### config.mk
export PLATFORM = sky130hd
export DESIGN_NAME = fragment_reassembly_slots
export DESIGN_NICKNAME = d
export VERILOG_FILES = /design/src/rtl/core/frs_pkg.sv /design/src/rtl/core/fragment_reassembly_slots.sv /design/src/rtl/core/frs_cfg_regs.sv /design/src/rtl/core/frs_scan_unit.sv
export SDC_FILE = /design/constraint.sdc
export NUM_CORES = 1
export LEC_CHECK = 0
export ABC_AREA = 0
export CAP_MARGIN = 0
export CORE_MARGIN = 4
export CORE_UTILIZATION = 50
export CTS_BUF_LIST = sky130_fd_sc_hd__clkbuf_8
export DETAILED_ROUTE_END_ITERATION = 8
export DONT_BUFFER_PORTS = 1
export GPL_TIMING_DRIVEN = 0
export SLEW_MARGIN = 20
export SYNTH_ARGS = -nofsm -noshare
export SYNTH_HDL_FRONTEND = slang
export SYNTH_HIERARCHICAL = 1
export SYNTH_SLANG_ARGS = --single-unit
### constraint.sdc
create_clock -name clk_i -period 9.2 [get_ports clk_i]
set_input_delay 1.38 -clock clk_i [delete_from_list [all_inputs] [get_ports clk_i]]
set_output_delay 1.38 -clock clk_i [all_outputs]
set_load 0.02 [all_outputs]
### src/rtl/core/frs_pkg.sv
`default_nettype none
// ---------------------------------------------------------------------------
// frs_pkg
// Types, codes and helpers shared by the fragment reassembly slot table.
// ---------------------------------------------------------------------------
package frs_pkg;

  localparam int SLOT_COUNT      = 4;
  localparam int FRAG_HEADER_LEN = 3;
  localparam int CFG_ADDR_W      = 4;

  // first byte codes
  localparam logic [7:0] CHAR_WHOLE = 8'h74;   // 't'
  localparam logic [5:0] FRAG_MARK  = 6'h20;   // upper six bits of 0x80
  localparam logic [1:0] PART_ONE   = 2'd1;
  localparam logic [1:0] PART_TWO   = 2'd2;

  // result status codes
  localparam logic [2:0] ST_WHOLE  = 3'd0;
  localparam logic [2:0] ST_STORED = 3'd1;
  localparam logic [2:0] ST_JOINED = 3'd2;
  localparam logic [2:0] ST_SHAPE  = 3'd3;
  localparam logic [2:0] ST_LONG   = 3'd4;
  localparam logic [2:0] ST_EMPTY  = 3'd5;

  // register indexes
  localparam logic [1:0] REG_TIMEOUT  = 2'd0;
  localparam logic [1:0] REG_CAPACITY = 2'd1;
  localparam logic [1:0] REG_MAX_MSG  = 2'd2;
  localparam logic [1:0] REG_MAX_FRAG = 2'd3;

  localparam logic [30:0] RST_TIMEOUT  = 31'd30000;
  localparam logic [9:0]  RST_CAPACITY = 10'd512;
  localparam logic [8:0]  RST_MAX_MSG  = 9'd400;
  localparam logic [7:0]  RST_MAX_FRAG = 8'd200;

  typedef struct packed {
    logic [7:0]  first_byte;
    logic [7:0]  byte_count;
    logic [31:0] sender_node;
    logic [15:0] pair_tag;
    logic [31:0] now_ms;
  } in_word_t;

  typedef struct packed {
    logic [2:0] status;
    logic [3:0] slot_index;
    logic       part_index;
    logic [7:0] first_part_len;
    logic [8:0] total_len;
  } out_word_t;

  typedef struct packed {
    logic [30:0] fragment_timeout_ms;
    logic [9:0]  output_capacity;
    logic [8:0]  max_message_len;
    logic [7:0]  max_fragment_data;
  } cfg_t;

  // one slot as seen by the scan unit, plus the running spare and the key
  typedef struct packed {
    logic        first;
    logic        busy;
    logic [31:0] sender;
    logic [15:0] tag;
    logic [31:0] start;
    logic        spare_busy;
    logic [31:0] spare_start;
    logic [31:0] key_sender;
    logic [15:0] key_tag;
    logic [31:0] now;
  } scan_in_t;

  typedef struct packed {
    logic expire;
    logic busy_after;
    logic hit;
    logic take_spare;
  } scan_res_t;

  // message must fit capacity minus terminator and the message limit
  function automatic logic too_long(logic [8:0] n, logic [9:0] cap, logic [8:0] max_len);
    return ({1'b0, n} >= cap) || (n > max_len);
  endfunction

endpackage
`default_nettype wire

### src/rtl/core/fragment_reassembly_slots.sv
`default_nettype none
// ---------------------------------------------------------------------------
// fragment_reassembly_slots
// Pairs two-part fragments by sender and tag in a small slot table.
// Empty, whole and malformed words: result valid in the cycle after acceptance.
// Fragments: one slot per cycle through the scan unit, then an update state;
// the result is registered in the update state, and the input stays stalled
// until the sequencer is back in idle.
// Reset empties the table and loads default limits; no clearing pass.
// ---------------------------------------------------------------------------
module fragment_reassembly_slots #(
  parameter int SLOT_COUNT = frs_pkg::SLOT_COUNT
) (
  input  logic                            clk_i,
  input  logic                            rst_ni,
  input  logic                            in_valid_i,
  output logic                            in_stall_o,
  input  frs_pkg::in_word_t               in_data_i,
  output logic                            out_valid_o,
  input  logic                            out_stall_i,
  output frs_pkg::out_word_t              out_data_o,
  input  logic                            psel,
  input  logic                            penable,
  input  logic                            pwrite,
  input  logic [frs_pkg::CFG_ADDR_W-1:0]  paddr,
  input  logic [31:0]                     pwdata,
  output logic [31:0]                     prdata,
  output logic                            pready
);
  import frs_pkg::*;

  localparam int SLOT_W = (SLOT_COUNT > 1) ? $clog2(SLOT_COUNT) : 1;

  localparam logic [1:0] S_IDLE   = 2'd0;
  localparam logic [1:0] S_SCAN   = 2'd1;
  localparam logic [1:0] S_UPDATE = 2'd2;

  cfg_t cfg;

  frs_cfg_regs u_cfg (
    .clk_i   (clk_i),
    .rst_ni  (rst_ni),
    .psel    (psel),
    .penable (penable),
    .pwrite  (pwrite),
    .paddr   (paddr),
    .pwdata  (pwdata),
    .prdata  (prdata),
    .pready  (pready),
    .cfg_o   (cfg)
  );

  // slot table
  logic        busy_q   [SLOT_COUNT];
  logic [31:0] sender_q [SLOT_COUNT];
  logic [15:0] tag_q    [SLOT_COUNT];
  logic [31:0] start_q  [SLOT_COUNT];
  logic [1:0]  have_q   [SLOT_COUNT];
  logic [7:0]  len1_q   [SLOT_COUNT];
  logic [7:0]  len2_q   [SLOT_COUNT];

  logic [1:0]        state_q, state_d;
  logic [SLOT_W-1:0] idx_q;
  in_word_t          item_q;
  logic              part_q;      // 0 part one, 1 part two
  logic [7:0]        n_q;
  logic              match_v_q;
  logic [SLOT_W-1:0] match_q;
  logic [SLOT_W-1:0] spare_q;
  logic              spare_busy_q;
  logic [31:0]       spare_start_q;
  logic [1:0]        have_m_q;
  logic [7:0]        len1_m_q;
  logic [7:0]        len2_m_q;
  logic              out_valid_q;
  out_word_t         out_q;

  // ---------------- accept and classify ----------------
  logic      in_acc;
  logic [7:0] dlen;
  logic      is_frag;
  out_word_t quick;

  assign in_stall_o = (state_q != S_IDLE) | (out_valid_q & out_stall_i);
  assign in_acc     = in_valid_i & ~in_stall_o;
  assign dlen       = in_data_i.byte_count - 8'(FRAG_HEADER_LEN);

  always_comb begin
    quick   = '0;
    is_frag = 1'b0;
    if (in_data_i.byte_count == 8'd0) begin
      quick.status = ST_EMPTY;
    end else if (in_data_i.first_byte == CHAR_WHOLE) begin
      quick.total_len = {1'b0, in_data_i.byte_count};
      quick.status = too_long({1'b0, in_data_i.byte_count}, cfg.output_capacity,
                              cfg.max_message_len) ? ST_LONG : ST_WHOLE;
    end else if ((in_data_i.first_byte[7:2] == FRAG_MARK) &&
                 ((in_data_i.first_byte[1:0] == PART_ONE) ||
                  (in_data_i.first_byte[1:0] == PART_TWO)) &&
                 (in_data_i.byte_count > 8'(FRAG_HEADER_LEN)) &&
                 (dlen <= cfg.max_fragment_data)) begin
      is_frag = 1'b1;
    end else begin
      quick.status = ST_SHAPE;
    end
  end

  // ---------------- shared scan unit ----------------
  scan_in_t  sv;
  scan_res_t sr;
  logic      scan_last;

  always_comb begin
    sv.first       = (idx_q == '0);
    sv.busy        = busy_q[idx_q];
    sv.sender      = sender_q[idx_q];
    sv.tag         = tag_q[idx_q];
    sv.start       = start_q[idx_q];
    sv.spare_busy  = spare_busy_q;
    sv.spare_start = spare_start_q;
    sv.key_sender  = item_q.sender_node;
    sv.key_tag     = item_q.pair_tag;
    sv.now         = item_q.now_ms;
  end

  frs_scan_unit u_scan (
    .slot_i    (sv),
    .timeout_i (cfg.fragment_timeout_ms),
    .res_o     (sr)
  );

  assign scan_last = (idx_q == SLOT_W'(SLOT_COUNT - 1));

  // ---------------- slot update ----------------
  logic [SLOT_W-1:0] s_idx;
  logic [1:0]        have_new;
  logic [7:0]        p1, p2;
  logic              joined;
  logic [8:0]        total;
  out_word_t         upd;

  always_comb begin
    s_idx    = match_v_q ? match_q : spare_q;
    have_new = (match_v_q ? have_m_q : 2'b00) | (part_q ? 2'b10 : 2'b01);
    p1       = part_q ? (match_v_q ? len1_m_q : 8'd0) : n_q;
    p2       = part_q ? n_q : (match_v_q ? len2_m_q : 8'd0);
    joined   = &have_new;
    total    = {1'b0, p1} + {1'b0, p2};
    upd                = '0;
    upd.slot_index     = 4'(s_idx);
    upd.part_index     = part_q;
    upd.first_part_len = p1;
    if (joined) begin
      upd.total_len = total;
      upd.status = too_long(total, cfg.output_capacity, cfg.max_message_len)
                   ? ST_LONG : ST_JOINED;
    end else begin
      upd.status = ST_STORED;
    end
  end

  // ---------------- sequencer ----------------
  always_comb begin
    state_d = state_q;
    unique case (state_q)
      S_IDLE:   if (in_acc && is_frag) state_d = S_SCAN;
      S_SCAN:   if (scan_last) state_d = S_UPDATE;
      S_UPDATE: state_d = S_IDLE;
      default:  state_d = S_IDLE;
    endcase
  end

  always_ff @(posedge clk_i or negedge rst_ni) begin
    if (!rst_ni) begin
      state_q     <= S_IDLE;
      idx_q       <= '0;
      match_v_q   <= 1'b0;
      out_valid_q <= 1'b0;
      for (int i = 0; i < SLOT_COUNT; i++) busy_q[i] <= 1'b0;
    end else begin
      state_q <= state_d;
      if (out_valid_q && !out_stall_i) out_valid_q <= 1'b0;
      if (in_acc) begin
        idx_q     <= '0;
        match_v_q <= 1'b0;
        if (!is_frag) out_valid_q <= 1'b1;
      end
      if (state_q == S_SCAN) begin
        idx_q <= idx_q + SLOT_W'(1);
        if (sr.expire) busy_q[idx_q] <= 1'b0;
        if (sr.hit) match_v_q <= 1'b1;
      end
      if (state_q == S_UPDATE) begin
        busy_q[s_idx] <= ~joined;
        out_valid_q   <= 1'b1;
      end
    end
  end

  // payload registers, no reset
  always_ff @(posedge clk_i) begin
    if (in_acc) begin
      item_q <= in_data_i;
      part_q <= (in_data_i.first_byte[1:0] == PART_TWO);
      n_q    <= dlen;
      if (!is_frag) out_q <= quick;
    end
    if (state_q == S_SCAN) begin
      if (sr.hit) begin
        match_q  <= idx_q;
        have_m_q <= have_q[idx_q];
        len1_m_q <= len1_q[idx_q];
        len2_m_q <= len2_q[idx_q];
      end
      if (sr.take_spare) begin
        spare_q       <= idx_q;
        spare_busy_q  <= sr.busy_after;
        spare_start_q <= start_q[idx_q];
      end
    end
    if (state_q == S_UPDATE) begin
      // fresh slot: key it to this sender, tag and time
      if (!match_v_q) begin
        sender_q[s_idx] <= item_q.sender_node;
        tag_q[s_idx]    <= item_q.pair_tag;
        start_q[s_idx]  <= item_q.now_ms;
      end
      have_q[s_idx] <= have_new;
      len1_q[s_idx] <= p1;
      len2_q[s_idx] <= p2;
      out_q         <= upd;
    end
  end

  assign out_valid_o = out_valid_q;
  assign out_data_o  = out_q;

endmodule
`default_nettype wire

### src/rtl/core/frs_cfg_regs.sv
`default_nettype none
// ---------------------------------------------------------------------------
// frs_cfg_regs
// APB-style register file for timeout and length limits.
// ---------------------------------------------------------------------------
module frs_cfg_regs (
  input  logic                            clk_i,
  input  logic                            rst_ni,
  input  logic                            psel,
  input  logic                            penable,
  input  logic                            pwrite,
  input  logic [frs_pkg::CFG_ADDR_W-1:0]  paddr,
  input  logic [31:0]                     pwdata,
  output logic [31:0]                     prdata,
  output logic                            pready,
  output frs_pkg::cfg_t                   cfg_o
);
  import frs_pkg::*;

  cfg_t       cfg_q;
  logic       wr_en;
  logic [1:0] reg_sel;

  assign pready  = 1'b1;
  assign wr_en   = psel & penable & pwrite;
  assign reg_sel = paddr[3:2];

  always_ff @(posedge clk_i or negedge rst_ni) begin
    if (!rst_ni) begin
      cfg_q.fragment_timeout_ms <= RST_TIMEOUT;
      cfg_q.output_capacity     <= RST_CAPACITY;
      cfg_q.max_message_len     <= RST_MAX_MSG;
      cfg_q.max_fragment_data   <= RST_MAX_FRAG;
    end else if (wr_en) begin
      unique case (reg_sel)
        REG_TIMEOUT:  cfg_q.fragment_timeout_ms <= pwdata[30:0];
        REG_CAPACITY: cfg_q.output_capacity     <= pwdata[9:0];
        REG_MAX_MSG:  cfg_q.max_message_len     <= pwdata[8:0];
        REG_MAX_FRAG: cfg_q.max_fragment_data   <= pwdata[7:0];
        default: ;
      endcase
    end
  end

  always_comb begin
    unique case (reg_sel)
      REG_TIMEOUT:  prdata = {1'b0, cfg_q.fragment_timeout_ms};
      REG_CAPACITY: prdata = {22'd0, cfg_q.output_capacity};
      REG_MAX_MSG:  prdata = {23'd0, cfg_q.max_message_len};
      REG_MAX_FRAG: prdata = {24'd0, cfg_q.max_fragment_data};
      default:      prdata = 32'd0;
    endcase
  end

  assign cfg_o = cfg_q;

endmodule
`default_nettype wire

### src/rtl/core/frs_scan_unit.sv
`default_nettype none
// ---------------------------------------------------------------------------
// frs_scan_unit
// Per-slot evaluation: timeout, key match and oldest/free spare choice.
// ---------------------------------------------------------------------------
module frs_scan_unit (
  input  frs_pkg::scan_in_t    slot_i,
  input  logic [30:0]          timeout_i,
  output frs_pkg::scan_res_t   res_o
);
  import frs_pkg::*;

  logic [31:0] age;
  logic [31:0] diff;
  logic        busy_after;

  assign age        = slot_i.now - slot_i.start;
  assign diff       = slot_i.start - slot_i.spare_start;
  // wrapping age counts only while non-negative
  assign res_o.expire = slot_i.busy & ~age[31] & (age[30:0] > timeout_i);
  assign busy_after   = slot_i.busy & ~res_o.expire;
  assign res_o.busy_after = busy_after;
  assign res_o.hit = busy_after & (slot_i.sender == slot_i.key_sender)
                   & (slot_i.tag == slot_i.key_tag);
  // a free spare sticks; a busy spare yields to a free or older slot
  assign res_o.take_spare = slot_i.first
                          | (slot_i.spare_busy & (~busy_after | diff[31]));

endmodule
`default_nettype wire

* Word level (Yosys, flattened, before mapping)
Memories as Yosys holds them, arrays and structs flattened. A register that Yosys moved wholly into a read port is not among the register bits. Cells that the tools add are included.
Word-level totals: bits in registers 217, bits in writable memories 392, bits of input ports 139, output and inout bits 60, word-level logic and storage cells 164, memories kept 6
Memories:
- sender_q | words 4, width 32, rd ports 1, clocked after memory_dff 0, write ports 1, line fragment_reassembly_slots.sv:55 | logic [31:0] sender_q [SLOT_COUNT];
- start_q | words 4, width 32, rd ports 1, clocked after memory_dff 0, write ports 1, line fragment_reassembly_slots.sv:57 | logic [31:0] start_q [SLOT_COUNT];
- tag_q | words 4, width 16, rd ports 1, clocked after memory_dff 0, write ports 1, line fragment_reassembly_slots.sv:56 | logic [15:0] tag_q [SLOT_COUNT];
- len1_q | words 4, width 8, rd ports 1, clocked after memory_dff 1, write ports 1, line fragment_reassembly_slots.sv:59 | logic [7:0] len1_q [SLOT_COUNT];
- len2_q | words 4, width 8, rd ports 1, clocked after memory_dff 1, write ports 1, line fragment_reassembly_slots.sv:60 | logic [7:0] len2_q [SLOT_COUNT];
- have_q | words 4, width 2, rd ports 1, clocked after memory_dff 1, write ports 1, line fragment_reassembly_slots.sv:58 | logic [1:0] have_q [SLOT_COUNT];
Cells by class: add/sub/neg operators 5, magnitude comparators 11, equal/unequal tests 15, multiplexer cells 51, bitwise operators 23, reduce and logical (&&, ||, !) cells 27
Operators with widths (count):
- 32-bit one-hot mux with 4 select lines | 1
- 25-bit 2-to-1 mux | 3
- 32-bit subtractor | 2
- 8-bit 2-to-1 mux | 6
- 32-bit == test | 1
- 31-bit > comparator | 1
- 1-bit 2-to-1 mux | 19
- 2-bit AND reduction | 9
- 16-bit == test | 1
- 2-bit 2-to-1 mux | 8
- 3-bit 2-to-1 mux | 5
- 4-bit 2-to-1 mux | 3
- 1-bit AND | 10
- 2-bit == test, second input constant | 5
- 8-bit by 10-bit greater-or-equal comparator with 1-bit output | 1
- 9-bit by 10-bit greater-or-equal comparator with 1-bit output | 1
- 8-bit by 8-bit adder with 9-bit output | 1
- 8-bit by 9-bit > comparator with 1-bit output | 1
- 9-bit > comparator | 1
- 9-bit 2-to-1 mux | 1
- 8-bit by 7-bit == test with 1-bit output, second input constant | 1
- 8-bit by 2-bit > comparator with 1-bit output, second input constant | 1
- 8-bit <= comparator | 1
- 8-bit zero test | 1
- 23 further kinds | 48

* Longest topological paths before layout
Gate-level depths: netlist (run 1).
word-level depth 13, mapped depth 25, mapped depth without buffers 22

* Hierarchy
Netlist (run 1), hierarchy kept.
Modules (own cells, without submodules):
- fragment_reassembly_slots | times used 1, cells an instance 1040, area each 21822.2 um^2, seq. area each 17036.3 um^2
- frs_scan_unit | times used 1, cells an instance 539, area each 3866.2 um^2, seq. area each 0.0 um^2
- frs_cfg_regs | times used 1, cells an instance 172, area each 2702.6 um^2, seq. area each 1468.9 um^2

* Worst setup path after synthesis (run 1)
No wires, ideal clock.
path kind register to register, start point register match_v_q, end point memory sender_q[0][0], enable pin, setup time 616 ps, arrival time 6433 ps, data required time 8584 ps, slack 2150 ps, cell stages (with the launch flop) 6, path buffers 2, period minus slack after synthesis 7050 ps, path through dfrtp_1 -> clkbuf_1 -> buf_2 -> nor3_1 -> a21oi_1 -> nor3_1
On the way: word-level cells in the longest chain between the ends 3, elaborated cells between the ends (all ways) 4, those cells by class mux (4)
RTL lines:
- from (decl) | line fragment_reassembly_slots.sv:67 | logic match_v_q;
- from (signal assigned) | line fragment_reassembly_slots.sv:177 | match_v_q <= 1'b0;
- from (signal assigned) | line fragment_reassembly_slots.sv:185 | match_v_q <= 1'b0;
- from (signal assigned) | line fragment_reassembly_slots.sv:191 | if (sr.hit) match_v_q <= 1'b1;
- 1-bit 2-to-1 mux | line fragment_reassembly_slots.sv:223 | if (!match_v_q) begin
- 1-bit 2-to-1 mux | line fragment_reassembly_slots.sv:221 | if (state_q == S_UPDATE) begin
- 1-bit 2-to-1 mux (implied by the code) | line fragment_reassembly_slots.sv:224 | sender_q[s_idx] <= item_q.sender_node;
- to (decl) | line fragment_reassembly_slots.sv:55
Several ways; a longest one is shown, not always the timed one.

==> flow_metrics.tcl, run 1 <==
set metrics [dict create \
    status "completed" \
    powerDensity_nw_per_um2 217 \
    synth-edff-count 559 \
    setup_violations 0 \
    dieArea_um2 60700 \
    gp_congestion 0.894 \
    ys_seq_area_frac 0.652 \
    yosys.area_share.simple 0.0546 \
    dp_slack_ps 1200 \
    period_share 0.876 \
    fp.dieH_um 246 \
    cts_hold_buf 0 \
    grt_usage 0.208 \
    dr_total_vias 15400 \
    path_class "flop to flop" \
    ys_ff_latch 627 \
    vdd_ir_drop_max_uv 149 \
    report.final.hold_viol_count 0 \
    grt_overflow_total 0 \
    cts_resized 0 \
    fmax_mhz 124 \
    ys.flop_type "edfxtp_1" \
    synthArstFlopShare 0.108 \
    post_cts_buffers 0 \
    p_leak_uw 0.0117 \
    mostFrequentLayoutCells "edfxtp_1 (559), inv_1 (185), ha_1 (149)" \
    cp_top_family "simple AND/OR/NAND/NOR gates" \
    required_ps 9520 \
    vias_per_cell 5.62 \
    critPathSlowestCell "and2_1" \
    ant_nets 0 \
    crit_arrival_ps 8380 \
    cts.sinks 627 \
    cts_tree "done" \
    cts_root_buffer "clkbuf_8" \
    synth_top_family_by_area "multiplexers" \
    layout.cells.most_common "edfxtp_1" \
    path_max_fanout 21 \
    worst_slew_pin_slew_ps 1090 \
    die_w_um 246 \
    finalWirelength_mm 63.1 \
    maxSlewViolCount 0 \
    critical_path_buf_inv_count 2 \
    clk_pin_slew_ps 60 \
    area_delta_synth_final_pct 12.1 \
    port_buffers 0 \
    period_needed_ps 8060 \
    worstSetupStartpointType "flop" \
    drt_pre_antenna_iters 5 \
    finalSetupTns_ps 0 \
    hpwl_mm 45.3 \
    cts_max_level 3 \
    grt_pass1_vias 15800 \
    grt_pass1_wl_mm 95.1 \
    layout-drive-gt1-share 0.208 \
    critPathMaxStageDelay_ps 810 \
    syn_area_per_cell_um2 16.2 \
    fin_nets 2195 \
    setup_slack_ps 1140 \
    grt_max_degree 69 \
    antenna_found_initial 6 \
    clockPowerShare 0.324 \
    core-area_um2 56300 \
    clk_latency_ps 720 \
    p_switching_uw 1920 \
    synthMuxAreaShare 0.114 \
    sw_frac_of_total 0.278 \
    synth-xor-area-share 0.0278 \
    slew_headroom 0.268 \
    synth_cell_type_count 88 \
    initial_utilization 0.504 \
    clock_skew_ps 42.4 \
    synthAdderAreaFrac 0.0671 \
    seqPwrFrac 0.487 \
    syn-instance-count 1751 \
    internal_power_uw 4980 \
    rsz0062_at_grt "no" \
    power_uw 6900 \
    clockBufferDepth 3 \
    synth_compound_area_frac 0.0561 \
    crit_chain "clkbuf_1, buf_2, mux4_2, ha_1, fa_1, nor2b_4, o31a_1, nand2b_4, a31oi_1, o311a_1, nor4_4, nor3_1, nand3b_1, ha_1, a21oi_1, o21ai_0, a21oi_1, nand3_1, o31a_1, and4_4, nor3b_2, and4_1, and2_1" \
    ys_warn_count 6 \
    cts_buffers 102 \
    p_comb_frac 0.189 \
    drtIter0Drc 1005 \
    critPathCaptureType "flop" \
    routedWlPerCell_um 23.0 \
    io_pins 199 \
    max_cap_violations 0 \
    min_path_type "input pin to async pin" \
    rows 87 \
    synth_area_um2 28400 \
    drc 0 \
]
==> cell families (layout without fill, tap and decap cells) <==
group,after synthesis,count (layout)
flip-flops,627,627
AND/OR/NAND/NOR,275,275
AO/OA/AOI/OAI,233,233
buffers and inverters,195,424
multiplexers,177,177
adder cells (fa/ha/maj),151,151
XOR/XNOR,90,90
other,3,6
==> layer usage <==
layer,share of wire,GRT usage,wire length [µm]
met1,0.44,0.289,28100
met2,0.48,0.338,30200
met3,0.053,0.0445,3370
met4,0.022,0.0564,1390
met5,0.00097,0,61
==> power groups by stage <==
stage	registers, µW	clock network, µW	logic [µW]
detailed placement	3410	0	1300
global placement	3410	0	1270
global route	3370	2450	1450
CTS	3360	2310	1310
floorplan	3370	0	994
finish	3360	2240	1300
==> cells in the mapped netlist (all sizes together) (3+ instances only) <==
cell type / instances / area share
dfrtp: 54 / 0.048
nand2b: 13 / 0.0031
nor3: 26 / 0.0054
a21oi: 58 / 0.010
a22o: 12 / 0.0037
o211ai: 9 / 0.0029
o31a: 3 / 0.00093
nand4: 25 / 0.0060
nor4: 8 / 0.0025
o21a: 10 / 0.0026
clkbuf: 21 / 0.0028
nor2: 45 / 0.0062
mux4: 107 / 0.085
nand3b: 4 / 0.0011
buf: 27 / 0.0064
xnor2: 76 / 0.023
mux2i: 8 / 0.0028
dfstp: 14 / 0.013
a31oi: 7 / 0.0015
or2: 4 / 0.00088
a21o: 30 / 0.0079
and2: 36 / 0.0079
or3: 5 / 0.0011
nand2: 60 / 0.0080
conb: 3 / 0.00040
a211oi: 13 / 0.0034
a221oi: 4 / 0.0015
a211o: 3 / 0.00093
o21ai: 49 / 0.0086
inv: 147 / 0.019
nor2b: 11 / 0.0027
ha: 149 / 0.066
xor2: 14 / 0.0043
mux2: 62 / 0.026
nor3b: 4 / 0.0012
o31ai: 5 / 0.0013
a21boi: 3 / 0.00093
o22ai: 3 / 0.00066
edfxtp: 559 / 0.59
o21bai: 5 / 0.0013
and4: 3 / 0.0010
nand3: 21 / 0.0041
and3: 4 / 0.00088
==> path summary, 6_finish.rpt <==
| kind | startpoint | to | slack (ps) | depth (start not counted) |
|---|---|---|---|---|
| worst min register to register | busy_q[2] | busy_q[2] | 520 | 2 |
| min in group clk_i | busy_q[2] | busy_q[2] | 520 | 2 |
| worst max-delay path | idx_q[0] | len2_m_q[0] | 1140 | 23 |
| worst max register to register | idx_q[0] | len2_m_q[0] | 1140 | 23 |
| max in group asynchronous | rst_ni | u_cfg/cfg_o[41] | 8610 | 0 |
| worst min-delay path | rst_ni | state_q[1] | 360 | 0 |
==> registers in the layout, summed over array words and instances, names as in the netlist, 23 cells and up <==
name and count:
item_q 80, start_q 128, sender_q 128, u_cfg/cfg_o 58, spare_start_q 32, len2_q 32
tag_q 64, out_data_o 23, len1_q 32
==> area by class of cell <==
class / count / area (µm²)
Buffer: 48 / 263
Clock buffer: 102 / 1400
Multi-Input combinational cell: 930 / 9130
Inverter: 147 / 557
Sequential cell: 627 / 18500
Clock inverter: 78 / 473
Antenna cell: 2 / 5.00
Tap cell: 756 / 946
Timing Repair Buffer: 49 / 534
Fill cell: 4486 / 24500
==> stage by stage <==
step / hold WS [ps] / area, µm² / util / std cells
after floorplan: 463 / 28400 / - / 1752
after global placement: 483 / 29300 / 0.521 / 2508
after detailed placement: 512 / 29900 / 0.532 / 2557
after CTS: 290 / 31800 / 0.565 / 2737
after global routing: 297 / 31800 / 0.565 / 2738
final: 362 / 31800 / 0.565 / 2739
Power figures use the tool's default switching activity.
==> run 2, diff against run 1 <==
--- a/config.mk
+++ b/config.mk
@@ -8,11 +8,12 @@
 export ABC_AREA = 0
 export CAP_MARGIN = 0
 export CORE_MARGIN = 4
-export CORE_UTILIZATION = 50
+export CORE_UTILIZATION = 60
 export CTS_BUF_LIST = sky130_fd_sc_hd__clkbuf_8
 export DETAILED_ROUTE_END_ITERATION = 8
 export DONT_BUFFER_PORTS = 1
 export GPL_TIMING_DRIVEN = 0
+export PLACE_DENSITY = 0.76
 export SLEW_MARGIN = 20
 export SYNTH_ARGS = -nofsm -noshare
 export SYNTH_HDL_FRONTEND = slang
==> run 2 against run 1 <==
Clock-buffer cell count decreased by 2. First-iteration DRC count increased by 36%. Routed wire length decreased by 4.1%. Die area decreased by 16%. Largest cell class unchanged. Highest routed layer unchanged.
==> flow_metrics.tcl, run 2 (synthesized netlist as in run 1, its figures left out) <==
set metrics [dict create \
    min_path_type "input pin to async pin" \
    initial_utilization 0.609 \
    slew_headroom 0.312 \
    critical_path_buf_inv_count 2 \
    rsz0062_at_grt "no" \
    crit_arrival_ps 8250 \
    critPathMaxStageDelay_ps 790 \
    reg_top3 "sender_q: 128 flops, start_q: 128 flops, item_q: 80 flops" \
    sw_frac_of_total 0.278 \
    p_leak_uw 0.0116 \
    fin_nets 2185 \
    post_cts_buffers 0 \
    grt_max_degree 72 \
    die_w_um 226 \
    cts_root_buffer "clkbuf_8" \
    dpl_cell_area_um2 29700 \
    port_buffers 0 \
    crit_chain "clkbuf_1, buf_2, mux4_2, ha_1, fa_1, nor2b_4, o31a_1, nand2b_4, a31oi_1, o311a_1, nor4_4, nor3_1, nand3b_1, ha_1, a21oi_1, o21ai_0, a21oi_1, nand3_1, o31a_1, and4_4, nor3b_2, and4_1, and2_1" \
    path_class "flop to flop" \
    clk_pin_slew_ps 60 \
    clk_latency_ps 710 \
    worstSetupStartpointType "flop" \
    grt_usage 0.241 \
    grt_overflow_total 0 \
    layout.cells.most_common "edfxtp_1" \
    drc 0 \
    critPathSlowestCell "and2_1" \
    final_cells 2576 \
    p_switching_uw 1890 \
    dieArea_um2 50900 \
    fp.dieH_um 226 \
    cts_max_level 3 \
    routedWlPerCell_um 23.5 \
    period_needed_ps 7950 \
    worst_slew_pin_slew_ps 1020 \
    cts_resized 0 \
    drt_pre_antenna_iters 5 \
    hpwl_mm 43.7 \
    layout-drive-gt1-share 0.209 \
    fmax_mhz 126 \
    rows 79 \
    final-seq-area_um2 18500 \
    drtIter0Drc 1366 \
    dr_total_vias 15600 \
    internal_power_uw 4910 \
    cts_hold_buf 0 \
    clockBufferDepth 3 \
    core-area_um2 46700 \
    report.final.hold_viol_count 0 \
    p_comb_frac 0.191 \
    mostFrequentLayoutCells "edfxtp_1 (559), inv_1 (174), ha_1 (149)" \
    rr_startpoint "idx_q[0]" \
    max_cap_violations 0 \
    dp_cells 2404 \
    status "completed" \
    seqPwrFrac 0.494 \
    gp_congestion 0.887 \
    ff2ff_path_depth 23 \
    clockPowerShare 0.315 \
    finalWirelength_mm 60.4 \
    io_pins 199 \
    vdd_ir_drop_max_uv 188 \
    cts_tree "done" \
    clock_skew_ps 44.8 \
    final_area_um2 31500 \
    antenna_found_initial 7 \
    ant_nets 0 \
    r2r-end "len1_m_q[4]" \
    cts.sinks 627 \
    grt_pass1_vias 16000 \
    cts_buffers 96 \
    required_ps 9500 \
    vias_per_cell 6.07 \
    maxSlewViolCount 0 \
    grt_pass1_wl_mm 93.1 \
    period_share 0.864 \
    cp_top_family "simple AND/OR/NAND/NOR gates" \
    multi_input_area_um2 9130 \
    fillCellCount 3117 \
    path_max_fanout 21 \
    area_delta_synth_final_pct 10.9 \
    critPathCaptureType "flop" \
    r2r_slack_ps 1250 \
    powerDensity_nw_per_um2 216 \
    setup_violations 0 \
]
## run 2: cell type report
type                            count  area share
Clock buffer                      100      0.0437
Timing Repair Buffer               45      0.0155
Antenna cell                        3    0.000238
Sequential cell                   627       0.588
Clock inverter                     69      0.0128
Buffer                             48     0.00831
Tap cell                          607      0.0241
Inverter                          147      0.0177
Multi-Input combinational cell    930       0.290
## run 2: worst max-delay path by stage
stage,from,endpoint,slack [ps],cells past startpoint
after floorplan,match_v_q,sender_q[0][0],2150,5
after global placement,match_v_q,tag_q[0][6],-2620,4
after detailed placement,idx_q[0],len1_m_q[3],1260,23
after CTS,idx_q[0],len1_m_q[4],1270,23
after global routing,idx_q[0],len1_m_q[4],940,23
final,idx_q[0],len1_m_q[4],1250,23
## run 2: worst register-to-register path: cells and delay by family (launching register included)
kind	cells	cell delay (ps)
buf+inv	2	1180
flops	1	440
compound gates	7	1600
simple gates	10	2760
mux	1	590
fa+ha+maj	3	980
## run 2: power groups by stage
stage,clock [µW],sequential (µW),combinational (µW)
6_report,2140,3360,1290
3_3_place_gp,0,3410,1230
4_1_cts,2200,3360,1290
2_1_floorplan,0,3370,994
3_5_place_dp,0,3420,1280
5_1_grt,2350,3370,1430
## run 2: layer usage
layer  routed length, µm  track usage  part of all wire
met3                4390       0.0565             0.073
met1               25400        0.336              0.42
met5                  67            0            0.0011
met2               29200        0.388              0.48
met4                1390       0.0666             0.023
## run 2: through the flow
step           hold slack [ps]  total power (µW)   util  worst slack, ps  TNS (ps)
2_1_floorplan              463              4360      -             2150         0
4_1_cts                    318              6860  0.675             1270         0
3_3_place_gp               482              4640  0.625            -2620   -617830
6_report                   380              6790  0.675             1250         0
5_1_grt                    316              7140  0.675              943         0
3_5_place_dp               503              4700  0.637             1260         0
==> run 3, diff against run 2 <==
--- a/config.mk
+++ b/config.mk
@@ -7,13 +7,15 @@
 export LEC_CHECK = 0
 export ABC_AREA = 0
 export CAP_MARGIN = 0
+export CELL_PAD_IN_SITES_DETAIL_PLACEMENT = 0
+export CELL_PAD_IN_SITES_GLOBAL_PLACEMENT = 1
 export CORE_MARGIN = 4
-export CORE_UTILIZATION = 60
+export CORE_UTILIZATION = 40
 export CTS_BUF_LIST = sky130_fd_sc_hd__clkbuf_8
 export DETAILED_ROUTE_END_ITERATION = 8
 export DONT_BUFFER_PORTS = 1
 export GPL_TIMING_DRIVEN = 0
-export PLACE_DENSITY = 0.76
+export PLACE_DENSITY_LB_ADDON = 0.1
 export SLEW_MARGIN = 20
 export SYNTH_ARGS = -nofsm -noshare
 export SYNTH_HDL_FRONTEND = slang
==> run 3 against run 2 <==
Routed wire length is 9.5% higher. Sequential power hardly changed. Register-to-register slack better by 210 ps. Largest cell class unchanged. Critical path type unchanged. Cell area is 2.1% higher. Critical path depth stayed put.
==> flow_metrics.tcl, run 3 (synthesized netlist as in run 1, its figures left out) <==
set metrics [dict create \
    status "completed" \
    drt_pre_antenna_iters 7 \
    drtIter0Drc 839 \
    fin_nets 2200 \
    core-area_um2 70100 \
    rsz0062_at_grt "no" \
    post_cts_buffers 0 \
    final-seq-area_um2 18500 \
    max_cap_violations 0 \
    dieArea_um2 75300 \
    drc 0 \
    grt_pass1_wl_mm 99.6 \
    fp.dieH_um 274 \
    port_buffers 0 \
    routedWlPerCell_um 22.5 \
    worstSetupStartpointType "flop" \
    clk_pin_slew_ps 60 \
    power_uw 6960 \
    report.final.hold_viol_count 0 \
    sw_frac_of_total 0.279 \
    fmax_mhz 129 \
    maxSlewViolCount 0 \
    fillCellCount 6313 \
    p_switching_uw 1940 \
    clockBufferDepth 3 \
    multi_input_area_um2 9130 \
    layout.cells.most_common "edfxtp_1" \
    cts_max_level 3 \
    ant_nets 0 \
    initial_utilization 0.405 \
    grt_usage 0.176 \
    path_class "flop to flop" \
    grt_pass1_vias 16100 \
    required_ps 9480 \
    vdd_ir_drop_max_uv 121 \
    cp_top_family "simple AND/OR/NAND/NOR gates" \
    internal_power_uw 5020 \
    slew_headroom 0.291 \
    cts_root_buffer "clkbuf_8" \
    dpl_cell_area_um2 30200 \
    antenna_found_initial 9 \
    crit_arrival_ps 8020 \
    cts_tree "done" \
    seqPwrFrac 0.483 \
    critical_path_buf_inv_count 2 \
    dr_total_vias 15300 \
    clockPowerShare 0.331 \
    finalWirelength_mm 66.2 \
    die_w_um 274 \
    gp_congestion 0.807 \
    cts_resized 0 \
    rows 97 \
    critPathLaunch "idx_q[0]" \
    final_util 0.458 \
    period_share 0.841 \
    reg_top3 "sender_q: 128 flops, start_q: 128 flops, item_q: 80 flops" \
    clk_latency_ps 700 \
    powerDensity_nw_per_um2 217 \
    grt_max_degree 75 \
    grt_overflow_total 0 \
    finalSetupTns_ps 0 \
    critPathSlowestCell "and2_1" \
    worst_slew_pin_slew_ps 1050 \
    cts_buffers 106 \
    layout-drive-gt1-share 0.211 \
    fin_hold_ws_ps 380 \
    path_max_fanout 21 \
    rr_startpoint "idx_q[0]" \
    io_pins 199 \
    critPathCaptureType "flop" \
    setup_violations 0 \
    min_path_type "input pin to async pin" \
    hpwl_mm 48.6 \
    crit_chain "clkbuf_1, buf_2, mux4_2, ha_1, fa_1, nor2b_4, o31a_1, nand2b_4, a31oi_1, o311a_1, nor4_4, nor3_1, nand3b_1, ha_1, a21oi_1, o21ai_0, a21oi_1, nand3_1, o31a_1, and4_4, nor3b_2, and4_1, and2_1" \
    area_delta_synth_final_pct 13.3 \
    clock_skew_ps 42.2 \
    cts_hold_buf 0 \
    cts.sinks 627 \
    mostFrequentLayoutCells "edfxtp_1 (559), inv_1 (185), ha_1 (149)" \
    critPathMaxStageDelay_ps 820 \
    vias_per_cell 5.18 \
    final_area_um2 32200 \
    p_leak_uw 0.0117 \
    period_needed_ps 7740 \
    p_comb_frac 0.186 \
]
==> run 3: path summary, 6_finish.rpt <==
check / cells past startpoint / endpoint / slack [ps]
max in group asynchronous: 0 / u_cfg/cfg_o[41] / 8610
worst min-delay path: 0 / u_cfg/cfg_o[30] / 380
worst min register to register: 1 / u_cfg/cfg_o[13] / 530
min in group clk_i: 1 / u_cfg/cfg_o[13] / 530
worst max-delay path: 23 / len1_m_q[5] / 1460
worst max register to register: 23 / len1_m_q[5] / 1460
==> run 3: stage by stage <==
step,setup slack [ps],cells
CTS,1250,2935
finish,1460,2942
floorplan,2150,1752
detailed placement,1290,2742
global route,799,2937
global placement,-3410,2692
==> run 3: worst reg2reg max path: cells and delay by family, from the launching register on <==
family | cells | cell delay, ps
buffers and inverters | 2 | 1070
AO/OA/AOI/OAI | 7 | 1540
AND/OR/NAND/NOR | 10 | 2650
multiplexers | 1 | 620
adder cells (fa/ha/maj) | 3 | 1000
flip-flops | 1 | 460
==> run 3: metal layers <==
| metal | track usage | part of all wire | wire length [µm] | vias to the layer above |
|---|---|---|---|---|
| li1 | - | - | - | 7111 |
| met1 | 0.235 | 0.45 | 29600 | 7715 |
| met2 | 0.292 | 0.48 | 32000 | 325 |
| met3 | 0.0418 | 0.050 | 3340 | 98 |
| met4 | 0.0451 | 0.019 | 1240 | 2 |
| met5 | 0 | 0.00020 | 13 | - |
==> run 3: power by group through the flow <==
stage	clock network [µW]	registers (µW)	logic [µW]
6_report	2300	3360	1300
5_1_grt	2540	3380	1460
3_3_place_gp	0	3420	1290
3_5_place_dp	0	3420	1320
4_1_cts	2400	3370	1330
2_1_floorplan	0	3370	994
==> run 3: layout make-up <==
| type | instances | area share |
|---|---|---|
| clock buffers | 114 | 0.0488 |
| clock inverters | 79 | 0.0126 |
| inverters | 147 | 0.0173 |
| repair buffers | 50 | 0.0168 |
| plain buffers | 48 | 0.00813 |
| multi-input cells | 930 | 0.284 |
| well taps | 940 | 0.0366 |
| flip-flops and latches | 627 | 0.575 |
| diodes | 7 | 0.000545 |
